## src/design/sfr_pkg.sv

```systemverilog
// shared types and constants for the stream find/replace block
// no dependencies; used by the controller, the datapath and the top level
`timescale 1ns / 1ps

package sfr_pkg;

    // widths of the data and configuration words
    localparam int unsigned BYTE_W    = 8;
    localparam int unsigned CFG_W     = 64;
    localparam int unsigned CFG_IDX_W = 2;
    localparam int unsigned LEN_W     = 4;

    // hard limit on pattern and replacement length in bytes
    localparam int unsigned LEN_CAP = 8;

    // parameter defaults
    localparam int unsigned MAX_PATTERN_DEF = 8;
    localparam int unsigned MAX_REPLACE_DEF = 8;

    // configuration register indexes
    localparam logic [CFG_IDX_W-1:0] REG_PATTERN_LEN   = 2'd0;
    localparam logic [CFG_IDX_W-1:0] REG_PATTERN_BYTES = 2'd1;
    localparam logic [CFG_IDX_W-1:0] REG_REPLACE_LEN   = 2'd2;
    localparam logic [CFG_IDX_W-1:0] REG_REPLACE_BYTES = 2'd3;

    // controller to datapath commands
    typedef struct packed {
        logic load;        // append accepted byte to the window
        logic shift_emit;  // emit oldest window byte and shift the window
        logic match;       // full match: empty window, start replacement
        logic rep_emit;    // emit next replacement byte
        logic finish;      // close the run of results for this item
    } t_dp_cmd;

    // datapath to controller status
    typedef struct packed {
        logic prefix_ok;   // window is a prefix of the pattern
        logic full_match;  // window equals the whole pattern
        logic cnt_zero;    // window is empty
        logic rep_done;    // all replacement bytes emitted
        logic end_flag;    // current item closes the stream
        logic held_valid;  // a result byte is held back
        logic out_free;    // output register can take a result this cycle
    } t_dp_stat;

endpackage

```

## src/design/sfr_ctrl.sv

```systemverilog
// controller state machine for the stream find/replace block
// depends on sfr_pkg; drives the datapath through t_dp_cmd
`timescale 1ns / 1ps

module sfr_ctrl (
    input  logic              i_clk,
    input  logic              i_rst_n,
    input  logic              i_in_valid,
    output logic              o_in_ready,
    input  sfr_pkg::t_dp_stat i_stat,
    output sfr_pkg::t_dp_cmd  o_cmd
);
    import sfr_pkg::*;

    typedef enum logic [2:0] {
        ST_IDLE,
        ST_CHECK,
        ST_REPL,
        ST_FLUSH,
        ST_DONE
    } t_state;

    t_state r_state;
    t_state n_state;
    logic   w_can_produce;
    logic   w_can_finish;

    // a new byte can be made when no held byte must first move out
    assign w_can_produce = !i_stat.held_valid || i_stat.out_free;
    assign w_can_finish  = i_stat.out_free || (!i_stat.held_valid && !i_stat.end_flag);

    assign o_in_ready = (r_state == ST_IDLE);

    // next state and commands
    always_comb begin
        n_state = r_state;
        o_cmd   = '0;
        case (r_state)
            ST_IDLE: begin
                if (i_in_valid) begin
                    o_cmd.load = 1'b1;
                    n_state    = ST_CHECK;
                end
            end
            ST_CHECK: begin
                if (i_stat.full_match) begin
                    o_cmd.match = 1'b1;
                    n_state     = ST_REPL;
                end else if (i_stat.prefix_ok) begin
                    n_state = i_stat.end_flag ? ST_FLUSH : ST_DONE;
                end else if (w_can_produce) begin
                    o_cmd.shift_emit = 1'b1;
                end
            end
            ST_REPL: begin
                if (i_stat.rep_done) begin
                    n_state = ST_DONE;
                end else if (w_can_produce) begin
                    o_cmd.rep_emit = 1'b1;
                end
            end
            ST_FLUSH: begin
                if (i_stat.cnt_zero) begin
                    n_state = ST_DONE;
                end else if (w_can_produce) begin
                    o_cmd.shift_emit = 1'b1;
                end
            end
            ST_DONE: begin
                if (w_can_finish) begin
                    o_cmd.finish = 1'b1;
                    n_state      = ST_IDLE;
                end
            end
            default: begin
                n_state = ST_IDLE;
            end
        endcase
    end

    // state register
    always_ff @(posedge i_clk) begin
        if (!i_rst_n) begin
            r_state <= ST_IDLE;
        end else begin
            r_state <= n_state;
        end
    end

    // at most one datapath command per cycle
    a_cmd_onehot: assert property (@(posedge i_clk) disable iff (!i_rst_n)
        $onehot0({o_cmd.load, o_cmd.shift_emit, o_cmd.match, o_cmd.rep_emit, o_cmd.finish}))
        else $error("sfr_ctrl: more than one datapath command");

    // closing a run returns to accepting input
    a_finish_idle: assert property (@(posedge i_clk) disable iff (!i_rst_n)
        o_cmd.finish |=> o_in_ready)
        else $error("sfr_ctrl: not ready after finishing a run");

    // a full match always moves on to the replacement
    a_match_repl: assert property (@(posedge i_clk) disable iff (!i_rst_n)
        o_cmd.match |=> (r_state == ST_REPL))
        else $error("sfr_ctrl: match did not start replacement");

endmodule

```

## src/design/sfr_datapath.sv

```systemverilog
// datapath of the stream find/replace block: config registers, pending window,
// prefix compare, held result byte and output register; depends on sfr_pkg
`timescale 1ns / 1ps

module sfr_datapath #(
    parameter int unsigned MAX_PATTERN = sfr_pkg::MAX_PATTERN_DEF,
    parameter int unsigned MAX_REPLACE = sfr_pkg::MAX_REPLACE_DEF
) (
    input  logic                              i_clk,
    input  logic                              i_rst_n,
    input  sfr_pkg::t_dp_cmd                  i_cmd,
    output sfr_pkg::t_dp_stat                 o_stat,
    input  logic [sfr_pkg::BYTE_W-1:0]        i_data_byte,
    input  logic                              i_stream_end,
    input  logic                              i_cfg_valid,
    input  logic [sfr_pkg::CFG_IDX_W-1:0]     i_cfg_index,
    input  logic [sfr_pkg::CFG_W-1:0]         i_cfg_data,
    output logic                              o_out_valid,
    input  logic                              i_out_ready,
    output logic [sfr_pkg::BYTE_W-1:0]        o_out_byte,
    output logic                              o_byte_valid,
    output logic                              o_run_last,
    output logic                              o_text_end
);
    import sfr_pkg::*;

    localparam int unsigned PCAP = (MAX_PATTERN < LEN_CAP) ? MAX_PATTERN : LEN_CAP;
    localparam int unsigned RCAP = (MAX_REPLACE < LEN_CAP) ? MAX_REPLACE : LEN_CAP;
    localparam int unsigned CW   = $clog2(PCAP + 1);
    localparam int unsigned WIW  = (PCAP > 1) ? $clog2(PCAP) : 1;
    localparam int unsigned RW   = $clog2(RCAP + 1);

    function automatic logic [LEN_W-1:0] clamp_len(input logic [LEN_W-1:0] v,
                                                   input logic [LEN_W-1:0] lo,
                                                   input logic [LEN_W-1:0] hi);
        logic [LEN_W-1:0] r;
        begin
            r = v;
            if (r < lo) r = lo;
            if (r > hi) r = hi;
            return r;
        end
    endfunction

    // configuration registers
    logic [LEN_W-1:0]  r_pattern_len;
    logic [CFG_W-1:0]  r_pattern_bytes;
    logic [LEN_W-1:0]  r_replace_len;
    logic [CFG_W-1:0]  r_replace_bytes;

    // pending window and replacement position
    logic [BYTE_W-1:0] r_win [PCAP];
    logic [CW-1:0]     r_cnt;
    logic [RW-1:0]     r_rep_idx;
    logic              r_end;

    // held result byte and output register
    logic              r_held_valid;
    logic [BYTE_W-1:0] r_held_byte;
    logic              r_out_valid;
    logic [BYTE_W-1:0] r_out_byte;
    logic              r_byte_valid;
    logic              r_run_last;
    logic              r_text_end;

    logic [LEN_W-1:0]  w_plen;
    logic [LEN_W-1:0]  w_rlen;
    logic [LEN_W-1:0]  w_new_plen;
    logic [LEN_W-1:0]  w_cnt_ext;
    logic [LEN_W-1:0]  w_rep_ext;
    logic              w_prefix;
    logic [BYTE_W-1:0] w_rep_byte;
    logic [BYTE_W-1:0] w_prod_byte;
    logic              w_produce;
    logic              w_push;
    logic              w_out_free;
    logic              w_plen_wr;

    // effective lengths
    assign w_plen     = clamp_len(r_pattern_len, LEN_W'(1), LEN_W'(PCAP));
    assign w_rlen     = clamp_len(r_replace_len, LEN_W'(0), LEN_W'(RCAP));
    assign w_new_plen = clamp_len(i_cfg_data[LEN_W-1:0], LEN_W'(1), LEN_W'(PCAP));
    assign w_cnt_ext  = LEN_W'(r_cnt);
    assign w_rep_ext  = LEN_W'(r_rep_idx);
    assign w_plen_wr  = i_cfg_valid && (i_cfg_index == REG_PATTERN_LEN);

    // window against pattern, entries at or above the count are ignored
    always_comb begin
        w_prefix = 1'b1;
        for (int i = 0; i < PCAP; i++) begin
            if ((LEN_W'(i) < w_cnt_ext) && (r_win[i] != r_pattern_bytes[BYTE_W*i +: BYTE_W])) begin
                w_prefix = 1'b0;
            end
        end
    end

    // replacement byte and byte to produce
    assign w_rep_byte  = r_replace_bytes[{w_rep_ext[2:0], 3'b000} +: BYTE_W];
    assign w_prod_byte = i_cmd.rep_emit ? w_rep_byte : r_win[0];
    assign w_produce   = i_cmd.shift_emit || i_cmd.rep_emit;
    assign w_out_free  = !r_out_valid || i_out_ready;
    assign w_push      = (w_produce && r_held_valid)
                       || (i_cmd.finish && (r_held_valid || r_end));

    // status to the controller
    assign o_stat.prefix_ok  = w_prefix;
    assign o_stat.full_match = w_prefix && (w_cnt_ext == w_plen);
    assign o_stat.cnt_zero   = (r_cnt == '0);
    assign o_stat.rep_done   = (w_rep_ext >= w_rlen);
    assign o_stat.end_flag   = r_end;
    assign o_stat.held_valid = r_held_valid;
    assign o_stat.out_free   = w_out_free;

    // configuration writes
    always_ff @(posedge i_clk) begin
        if (!i_rst_n) begin
            r_pattern_len   <= LEN_W'(1);
            r_pattern_bytes <= '0;
            r_replace_len   <= '0;
            r_replace_bytes <= '0;
        end else if (i_cfg_valid) begin
            case (i_cfg_index)
                REG_PATTERN_LEN:   r_pattern_len   <= i_cfg_data[LEN_W-1:0];
                REG_PATTERN_BYTES: r_pattern_bytes <= i_cfg_data;
                REG_REPLACE_LEN:   r_replace_len   <= i_cfg_data[LEN_W-1:0];
                REG_REPLACE_BYTES: r_replace_bytes <= i_cfg_data;
                default: ;
            endcase
        end
    end

    // window count, end flag and replacement position
    always_ff @(posedge i_clk) begin
        if (!i_rst_n) begin
            r_cnt     <= '0;
            r_end     <= 1'b0;
            r_rep_idx <= '0;
        end else begin
            if (w_plen_wr && (w_cnt_ext > (w_new_plen - LEN_W'(1)))) begin
                r_cnt <= CW'(w_new_plen - LEN_W'(1));
            end else if (i_cmd.load) begin
                r_cnt <= r_cnt + CW'(1);
            end else if (i_cmd.shift_emit) begin
                r_cnt <= r_cnt - CW'(1);
            end else if (i_cmd.match) begin
                r_cnt <= '0;
            end
            if (i_cmd.load) begin
                r_end <= i_stream_end;
            end
            if (i_cmd.match) begin
                r_rep_idx <= '0;
            end else if (i_cmd.rep_emit) begin
                r_rep_idx <= r_rep_idx + RW'(1);
            end
        end
    end

    // window storage: append at the count, shift toward entry zero
    always_ff @(posedge i_clk) begin
        if (i_cmd.load) begin
            r_win[r_cnt[WIW-1:0]] <= i_data_byte;
        end else if (i_cmd.shift_emit) begin
            for (int i = 0; i < PCAP - 1; i++) begin
                r_win[i] <= r_win[i+1];
            end
        end
    end

    // held byte: one result is kept back until it is known whether it closes the run
    always_ff @(posedge i_clk) begin
        if (!i_rst_n) begin
            r_held_valid <= 1'b0;
        end else if (w_produce) begin
            r_held_valid <= 1'b1;
        end else if (i_cmd.finish) begin
            r_held_valid <= 1'b0;
        end
    end

    always_ff @(posedge i_clk) begin
        if (w_produce) begin
            r_held_byte <= w_prod_byte;
        end
    end

    // output register
    always_ff @(posedge i_clk) begin
        if (!i_rst_n) begin
            r_out_valid <= 1'b0;
        end else if (w_push) begin
            r_out_valid <= 1'b1;
        end else if (i_out_ready) begin
            r_out_valid <= 1'b0;
        end
    end

    always_ff @(posedge i_clk) begin
        if (w_push) begin
            if (w_produce) begin
                r_out_byte   <= r_held_byte;
                r_byte_valid <= 1'b1;
                r_run_last   <= 1'b0;
                r_text_end   <= 1'b0;
            end else if (r_held_valid) begin
                r_out_byte   <= r_held_byte;
                r_byte_valid <= 1'b1;
                r_run_last   <= 1'b1;
                r_text_end   <= r_end;
            end else begin
                // empty end marker
                r_out_byte   <= '0;
                r_byte_valid <= 1'b0;
                r_run_last   <= 1'b1;
                r_text_end   <= 1'b1;
            end
        end
    end

    assign o_out_valid  = r_out_valid;
    assign o_out_byte   = r_out_byte;
    assign o_byte_valid = r_byte_valid;
    assign o_run_last   = r_run_last;
    assign o_text_end   = r_text_end;

    // window never holds more bytes than the pattern
    a_cnt_bound: assert property (@(posedge i_clk) disable iff (!i_rst_n)
        w_cnt_ext <= w_plen)
        else $error("sfr_datapath: window count above pattern length");

    // a result never overwrites one still waiting on the output
    a_push_free: assert property (@(posedge i_clk) disable iff (!i_rst_n)
        w_push |-> w_out_free)
        else $error("sfr_datapath: output register overwritten");

    // appending a byte leaves a non-empty window
    a_load_cnt: assert property (@(posedge i_clk) disable iff (!i_rst_n)
        (i_cmd.load && !w_plen_wr) |=> (r_cnt != '0))
        else $error("sfr_datapath: window empty after append");

endmodule

```

## src/design/stream_find_replace_all_top.sv

```systemverilog
// Stream find/replace: replaces every leftmost, non-overlapping occurrence of
// the configured pattern (1 to 8 bytes) in a byte stream by the configured
// replacement (0 to 8 bytes); replacement text is never rescanned. Each input
// byte goes through a controller that checks the pending window against the
// pattern and emits result bytes in a loop, one per cycle unless the output
// stalls; the next input byte is taken only once the current one is finished.
// One result byte is held back so that its run-last flag is known; a stall on
// the output stalls the loop. A stream-end byte that leaves no text yields one
// result with byte_valid low. Configuration writes are taken every cycle and
// are meant for idle periods only; a shorter pattern length drops the newest
// pending bytes that no longer fit.
// depends on sfr_pkg, sfr_ctrl and sfr_datapath
`timescale 1ns / 1ps

module stream_find_replace_all_top #(
    parameter int unsigned MAX_PATTERN = sfr_pkg::MAX_PATTERN_DEF,
    parameter int unsigned MAX_REPLACE = sfr_pkg::MAX_REPLACE_DEF
) (
    input  logic                              i_clk,
    input  logic                              i_rst_n,
    // input byte channel
    input  logic                              i_in_valid,
    output logic                              o_in_ready,
    input  logic [sfr_pkg::BYTE_W-1:0]        i_data_byte,
    input  logic                              i_stream_end,
    // result channel
    output logic                              o_out_valid,
    input  logic                              i_out_ready,
    output logic [sfr_pkg::BYTE_W-1:0]        o_out_byte,
    output logic                              o_byte_valid,
    output logic                              o_run_last,
    output logic                              o_text_end,
    // configuration write channel
    input  logic                              i_cfg_valid,
    output logic                              o_cfg_ready,
    input  logic [sfr_pkg::CFG_IDX_W-1:0]     i_cfg_index,
    input  logic [sfr_pkg::CFG_W-1:0]         i_cfg_data
);
    import sfr_pkg::*;

    t_dp_cmd  w_cmd;
    t_dp_stat w_stat;
    logic     w_cfg_wr;

    // configuration writes are always accepted
    assign o_cfg_ready = 1'b1;
    assign w_cfg_wr    = i_cfg_valid && o_cfg_ready;

    // controller
    sfr_ctrl u_ctrl (
        .i_clk      (i_clk),
        .i_rst_n    (i_rst_n),
        .i_in_valid (i_in_valid),
        .o_in_ready (o_in_ready),
        .i_stat     (w_stat),
        .o_cmd      (w_cmd)
    );

    // datapath
    sfr_datapath #(
        .MAX_PATTERN (MAX_PATTERN),
        .MAX_REPLACE (MAX_REPLACE)
    ) u_datapath (
        .i_clk        (i_clk),
        .i_rst_n      (i_rst_n),
        .i_cmd        (w_cmd),
        .o_stat       (w_stat),
        .i_data_byte  (i_data_byte),
        .i_stream_end (i_stream_end),
        .i_cfg_valid  (w_cfg_wr),
        .i_cfg_index  (i_cfg_index),
        .i_cfg_data   (i_cfg_data),
        .o_out_valid  (o_out_valid),
        .i_out_ready  (i_out_ready),
        .o_out_byte   (o_out_byte),
        .o_byte_valid (o_byte_valid),
        .o_run_last   (o_run_last),
        .o_text_end   (o_text_end)
    );

endmodule
```

## config.mk

```make
export PLATFORM = sky130hd
export DESIGN_NAME = stream_find_replace_all_top
export DESIGN_NICKNAME = d
export VERILOG_FILES = /design/src/design/sfr_pkg.sv /design/src/design/sfr_ctrl.sv /design/src/design/sfr_datapath.sv /design/src/design/stream_find_replace_all_top.sv
export SDC_FILE = /design/constraint.sdc
export NUM_CORES = 1
export LEC_CHECK = 0
export ABC_CLOCK_PERIOD_IN_PS = 7950
export BUFFER_PORTS_ARGS = -buffer_cell sky130_fd_sc_hd__buf_2
export CAP_MARGIN = 5
export CORE_MARGIN = 3
export CORE_UTILIZATION = 55
export CTS_CLUSTER_DIAMETER = 40
export DETAILED_ROUTE_END_ITERATION = 12
export PLACE_DENSITY = 0.75
export SLEW_MARGIN = 5
export SYNTH_ARGS = -nofsm -noshare
export SYNTH_HDL_FRONTEND = slang
export SYNTH_SLANG_ARGS = --single-unit
export TNS_END_PERCENT = 10
```

## constraint.sdc

```tcl
create_clock -name i_clk -period 7.95 [get_ports i_clk]
set_clock_uncertainty 0.1 [all_clocks]
set_input_delay 1.59 -clock i_clk [delete_from_list [all_inputs] [get_ports i_clk]]
set_output_delay 1.59 -clock i_clk [all_outputs]
set_load 0.02 [all_outputs]
```

# --- After elaboration in Yosys (flattened, before gate mapping) ---
# Memories as Yosys holds them, arrays and structs flattened.
# Cells that the tools add are included.
# W data, S select, Z words.
totals:
  ram_bits: 64
  rom_bits: 0
  latchBits: 0
  elab_cells: 152
  output_inout_bits: 14
  reg_bits: 169
  memories: 1
mem_list:
  columns: ["memory", "depth", "word_bits", "read_ports", "rd_ports_with_merged_regs", "wr", "line", "rtl"]
  rows:
  - ["u_datapath.r_win", 8, 8, 8, 0, 7, "sfr_datapath.sv:52", "logic [BYTE_W-1:0] r_win [PCAP];"]
op_classes:
  reduce_logical: 36
  n_lt_le_gt_ge: 16
  add_sub_neg: 4
  n_eq_ne: 21
  multipliers: 0
  n_mux: 57
  n_bitwise: 1
  shifts: 1
  div_mod_pow: 0
op_table:
  columns: ["op", "count"]
  rows:
  - ["$ne A8 B8 Y1", 8]
  - ["$shiftx A64 B7 Y8", 1]
  - ["$mux W4", 10]
  - ["$mux W1", 33]
  - ["$mux W8", 4]
  - ["$mux W3", 8]
  - ["$lt A3 B4 Y1 const A", 4]
  - ["$pmux W3 S5", 1]
  - ["$logic_and A1 B1 Y1", 14]
  - ["$gt A4 B4 Y1 const B", 3]
  - ["$lt A4 B1 Y1 const B", 3]
  - ["$add A4 B1 Y4 const B", 2]
  - ["$lt A1 B4 Y1 const A", 2]
  - ["$lt A2 B4 Y1 const A", 2]
  - ["$reduce_and A2 Y1", 4]
  - ["$reduce_or A8 Y1", 1]
  - ["$sub A4 B1 Y4 const B", 2]
  - ["$eq A3 B2 Y1 const B", 2]
  - ["$logic_or A1 B1 Y1", 6]
  - ["$ne A2 B1 Y1 const B", 3]
  - ["$reduce_and A5 Y1", 1]
  - ["$eq A2 B2 Y1 const B", 2]
  - ["$eq A4 B4 Y1", 1]
  - ["$ge A4 B4 Y1", 1]
  - ["15 further kinds", 18]

# --- Logic depth before layout (Yosys ltp) ---
# An unclocked memory read counts as a cell.
depth:
  depth_word: 19
  depth_mapped: 13
  ltp_nobuf: 11

# --- Hierarchy ---
# From an unflattened synthesis, not the netlist that was laid out.
hier_totals:
  cells_unflattened: 1079
  hier_area_um2: 10727.8
by_module_without_submodules:
  columns: ["module", "seq_area_each_um2", "cells_per_inst", "instances", "area_per_inst_um2"]
  rows:
  - ["sfr_datapath", 5435.2, 1042, 1, 10433.8]
  - ["sfr_ctrl", 60.1, 35, 1, 282.8]
  - ["stream_find_replace_all_top", 0.0, 2, 1, 11.3]

# --- Worst setup path before layout ---
# Ideal clock, no wire load.
synth_timing:
  kind: "register to register"
  from: "register u_datapath.r_rep_idx[0]"
  to: "register u_datapath.r_byte_valid (netlist: u_datapath.o_byte_valid), enable pin"
  setup_slack_ps: 4180
  path_buffers: 2
  t_arrival_ps: 3283
  required_ps: 7462
  stages_incl_launch_ff: 12
  cell_sequence: "dfxtp_1 clkbuf_1 clkbuf_1 inv_1 ha_1 nand2b_1 a21o_1 a21o_1 a21oi_1 and2_1 inv_1 a31oi_1"
synth_between:
  elab_chain_cells: 6
synth_rtl:
  columns: ["item", "line", "rtl"]
  rows:
  - ["from (decl)", "sfr_datapath.sv:54", "logic [RW-1:0] r_rep_idx;"]
  - ["from (signal assigned)", "sfr_datapath.sv:154", "r_rep_idx <= r_rep_idx + RW'(1);"]
  - ["$ge A4 B4 Y1", "sfr_datapath.sv:109", "assign o_stat.rep_done = (w_rep_ext >= w_rlen);"]
  - ["$mux W1", "sfr_ctrl.sv:56", "if (i_stat.rep_done) begin"]
  - ["$mux W1", "sfr_ctrl.sv:38", "case (r_state)"]
  - ["$logic_or A1 B1 Y1", "sfr_datapath.sv:100", "assign w_produce = i_cmd.shift_emit || i_cmd.rep_emit;"]
  - ["$logic_and A1 B1 Y1", "sfr_datapath.sv:102", "assign w_push = (w_produce && r_held_valid)"]
  - ["$logic_or A1 B1 Y1", "sfr_datapath.sv:103", "|| (i_cmd.finish && (r_held_valid || r_end));"]
  - ["net u_datapath.w_push", "sfr_datapath.sv:75", "logic w_push;"]
  - ["to (signal assigned)", "sfr_datapath.sv:202", "r_byte_valid <= 1'b1;"]
  - ["to (signal assigned)", "sfr_datapath.sv:207", "r_byte_valid <= 1'b1;"]
  - ["to (signal assigned)", "sfr_datapath.sv:213", "r_byte_valid <= 1'b0;"]
  - ["to (decl)", "sfr_datapath.sv:62", "logic r_byte_valid;"]
# The timed path passes the listed nets, and every way through them passes these cells.
# A chain may end at the register's enable or synchronous reset.

==> metrics <==
status=finished clean; num ports=94; area of the core region=18200 sq um; Tmin final=3950 ps; layout cell share with drive strength beyond 1=14.7%; Synth cell types=56; Port Buffers=92; internal power=2.63 mW; routed len/inst=18.7 um; initial antenna violation count=1; via count=8215; Hold Crit Class=reg2reg; clock-pin slew on the worst setup and hold paths=60 ps; Final Cell Area=11900 sq um; Data required, critical path=8200 ps; Mapped Cells=1121; crit path max-delay cell type=o41a_1; RR Startpoint=u_datapath.r_win[2][6]; CP arrival=4200 ps; Max clock buf depth=3; worst reg2reg setup slack=4000 ps; non-filler cells, final=1438; clock latency on the worst-skew pair=550 ps; worst slew pin tran=1070 ps; switching part of the total power=32.1%; Initial Util=56.7%; # rows=49; Worst Hold End=u_datapath.r_replace_bytes[11]; synthesis-stage register bit count=233; Fin Setup TNS=0 ps; net load switching power=1.24 mW; critical hold path startpoint=u_datapath.r_replace_bytes[11]; number of synthesized flops with an enable pin=83; Total Wirelength=26.9 mm; R2R depth=9; area grow syn2layout=14.8%; drt drc=0; Detailed Place HPWL=18.7 mm; final-report max-slew violation count=0; largest net degree at the start of global routing=95; global-route wire length before repair=41.3 mm; Flop pwr share=45.0%; CTS root buffer=clkbuf_16; FILL cells=1490; CTS buffer count=28; Starting DRT DRC Count=778; unrepaired setup endpoints after global routing=no; Syn Area/Cell=9.21 sq um; die area=20500 sq um; Worst R2R End=u_datapath.r_win[5][6]; asr flop ratio synth=0%; worst path bufs/invs=1; First-pass DRT Iterations=5; # Post-CTS Setup Buffers=0; Main synth FF type=dfxtp_1; height of the die=143 um; CTS tree=done; DP Area=10900 sq um; Power per Cell Area=326 nW/um^2; die width=143 um; sequential fraction of the synthesis area=53.2%; Overflow after GRT=0; post-CTS sizing=0; Crit path max-delay family=simple AND/OR/NAND/NOR gates; Inst Count DP=1385; Warnings, synthesis=0; endpoint class of the critical path=register; CP max FO=71; gr usage total=26.1%; Post-DRT Antenna Nets=0; Comb power frac=21.8%; CTS Sinks=233; top post-synthesis cells by area=dfxtp_1, edfxtp_1, nand2_1; vias in the first global route=7676; CTS H-Tree Depth=1; Max Cap Viol=0; FF/Latch Area=5500 sq um; slowest stage delay, CP=530 ps; Max transition margin=27.8%; hold_ws=353 ps; Final Hold Viols=0; final setup fails=0; Static Leak=4.60 nW; # diodes=0; hold_buf cts=0; drt via density=5.71; Final Cycle Share=49.7%; Syn Std Cell Area=10300 sq um; Hold Crit Depth=2; Final GP Congestion=0.916; Max rail drop VDD=0.205 mV; CP startpoint kind=register; critical-path cell list=xor2_1 > nor4_1 > nand4_1 > o41a_1 > nor4b_4 > or2_2 > buf_4 > nand2_1 > o21ai_0; worst setup path class=reg2reg; footprint of the multi-input gates=4330 sq um; Max Freq=0.253 GHz; largest area contributor in the netlist=dfxtp_1; area share of the largest cell type after synthesis=29.1%; # nets final=1281; Clock power frac=33.1%
## cells in the final DEF (no fill, tap or decap), drive strengths merged, types with 2 or more instances in the layout
| master | Yosys | final |
|---|---|---|
| a21o | 2 | 2 |
| a21oi | 152 | 152 |
| a31oi | 5 | 5 |
| and2 | 10 | 10 |
| and3 | 2 | 2 |
| buf | 8 | 101 |
| bufinv | 0 | 2 |
| clkbuf | 59 | 35 |
| clkinv | 0 | 9 |
| clkinvlp | 0 | 3 |
| conb | 1 | 2 |
| dfxtp | 150 | 150 |
| edfxtp | 83 | 83 |
| ha | 14 | 14 |
| inv | 67 | 71 |
| mux2i | 18 | 18 |
| mux4 | 16 | 16 |
| nand2 | 286 | 286 |
| nand2b | 4 | 4 |
| nand3 | 7 | 7 |
| nand4 | 5 | 5 |
| nor2 | 33 | 33 |
| nor2b | 4 | 4 |
| nor3 | 8 | 8 |
| nor4 | 15 | 15 |
| o211ai | 2 | 2 |
| o21a | 4 | 4 |
| o21ai | 64 | 64 |
| o22ai | 2 | 2 |
| o31ai | 3 | 3 |
| or2 | 2 | 2 |
| or3 | 3 | 3 |
| xnor2 | 14 | 14 |
| xor2 | 58 | 58 |
## power by group through the flow
stage | clock (mW) | combinational [mW] | sequential (mW)
2_1_floorplan | 0 | 0.627 | 1.70
3_5_place_dp | 0 | 0.828 | 1.76
5_1_grt | 1.34 | 0.949 | 1.76
4_1_cts | 1.29 | 0.839 | 1.74
6_report | 1.28 | 0.846 | 1.74
3_3_place_gp | 0 | 0.801 | 1.76
## cell type report
cell class                 instances  share of cell area [%]
tap                              229                    2.42
inverter                          67                    2.13
multi-input combinational        755                    36.5
clock buffer                      34                    6.49
clock inverter                    18                    1.61
sequential                       233                    46.3
timing repair buffer             102                    4.51
## through the flow
step | total power, mW | worst slack, ps | util [%]
2_1_floorplan | 2.33 | 4180 | -
3_3_place_gp | 2.56 | 3890 | 59.8
3_5_place_dp | 2.59 | 3810 | 59.8
4_1_cts | 3.87 | 3790 | 65.1
5_1_grt | 4.05 | 3770 | 65.1
6_report | 3.87 | 4000 | 65.1
## cells in the mapped netlist, types with 2 or more instances
master / number
or2_2: 2
nor4_1: 15
nor2b_1: 4
nand2b_1: 4
dfxtp_1: 150
buf_2: 2
o21a_1: 4
nor3_1: 8
and3_1: 2
ha_1: 14
o22ai_1: 2
edfxtp_1: 83
xnor2_1: 14
a31oi_1: 5
and2_1: 10
buf_4: 2
inv_1: 67
o31ai_1: 3
or3_1: 3
o21ai_0: 64
buf_1: 3
mux2i_1: 18
a21oi_1: 152
a21o_1: 2
nand4_1: 5
xor2_1: 58
clkbuf_1: 59
nand3_1: 7
nor2_1: 32
nand2_1: 286
mux4_2: 16
## worst max path at each step
stage,start,depth (start not counted),to
4_1_cts,u_datapath.r_rep_idx[0],10,u_datapath.o_out_byte[5]
3_5_place_dp,u_datapath.r_rep_idx[0],10,u_datapath.o_out_byte[5]
3_3_place_gp,i_cfg_data[2],12,u_datapath.r_cnt[2]
6_report,u_datapath.r_win[2][6],9,u_datapath.r_win[5][6]
5_1_grt,u_datapath.r_win[2][6],9,u_datapath.r_win[5][6]
2_1_floorplan,u_datapath.r_rep_idx[0],11,u_datapath.o_byte_valid
## cell families after synthesis
| family | after synthesis | synth area share [%] |
|---|---|---|
| other cells | 1 | 0.0363 |
| flops | 233 | 53.2 |
| fa+ha+maj | 14 | 1.70 |
| mux | 34 | 5.23 |
| simple gates | 385 | 15.7 |
| xor+xnor | 72 | 6.11 |
| compound gates | 248 | 13.0 |
| buf+inv | 134 | 5.04 |
## tightest hold or removal path, cell delays in order, from the launching register on
cell	delay, ps
dfxtp_1	310
nand2_1	50
a21oi_1	50
## sequential cells by signal (all words and copies together), names as in the netlist, 8 cells and up
register                    cells
u_datapath.o_out_byte           8
u_datapath.r_pattern_bytes     64
u_datapath.r_replace_bytes     64
u_datapath.r_win               64
u_datapath.r_held_byte          8
## layer usage
metal | GRT usage, % | vias up | share of wire, %
met5 | 0 | - | 0.048
li1 | - | 3918 | -
met2 | 44.1 | 346 | 49
met3 | 4.72 | 75 | 6.6
met4 | 10.4 | 2 | 4.3
met1 | 33.5 | 3874 | 40
(Power assumes the default switching activity.)
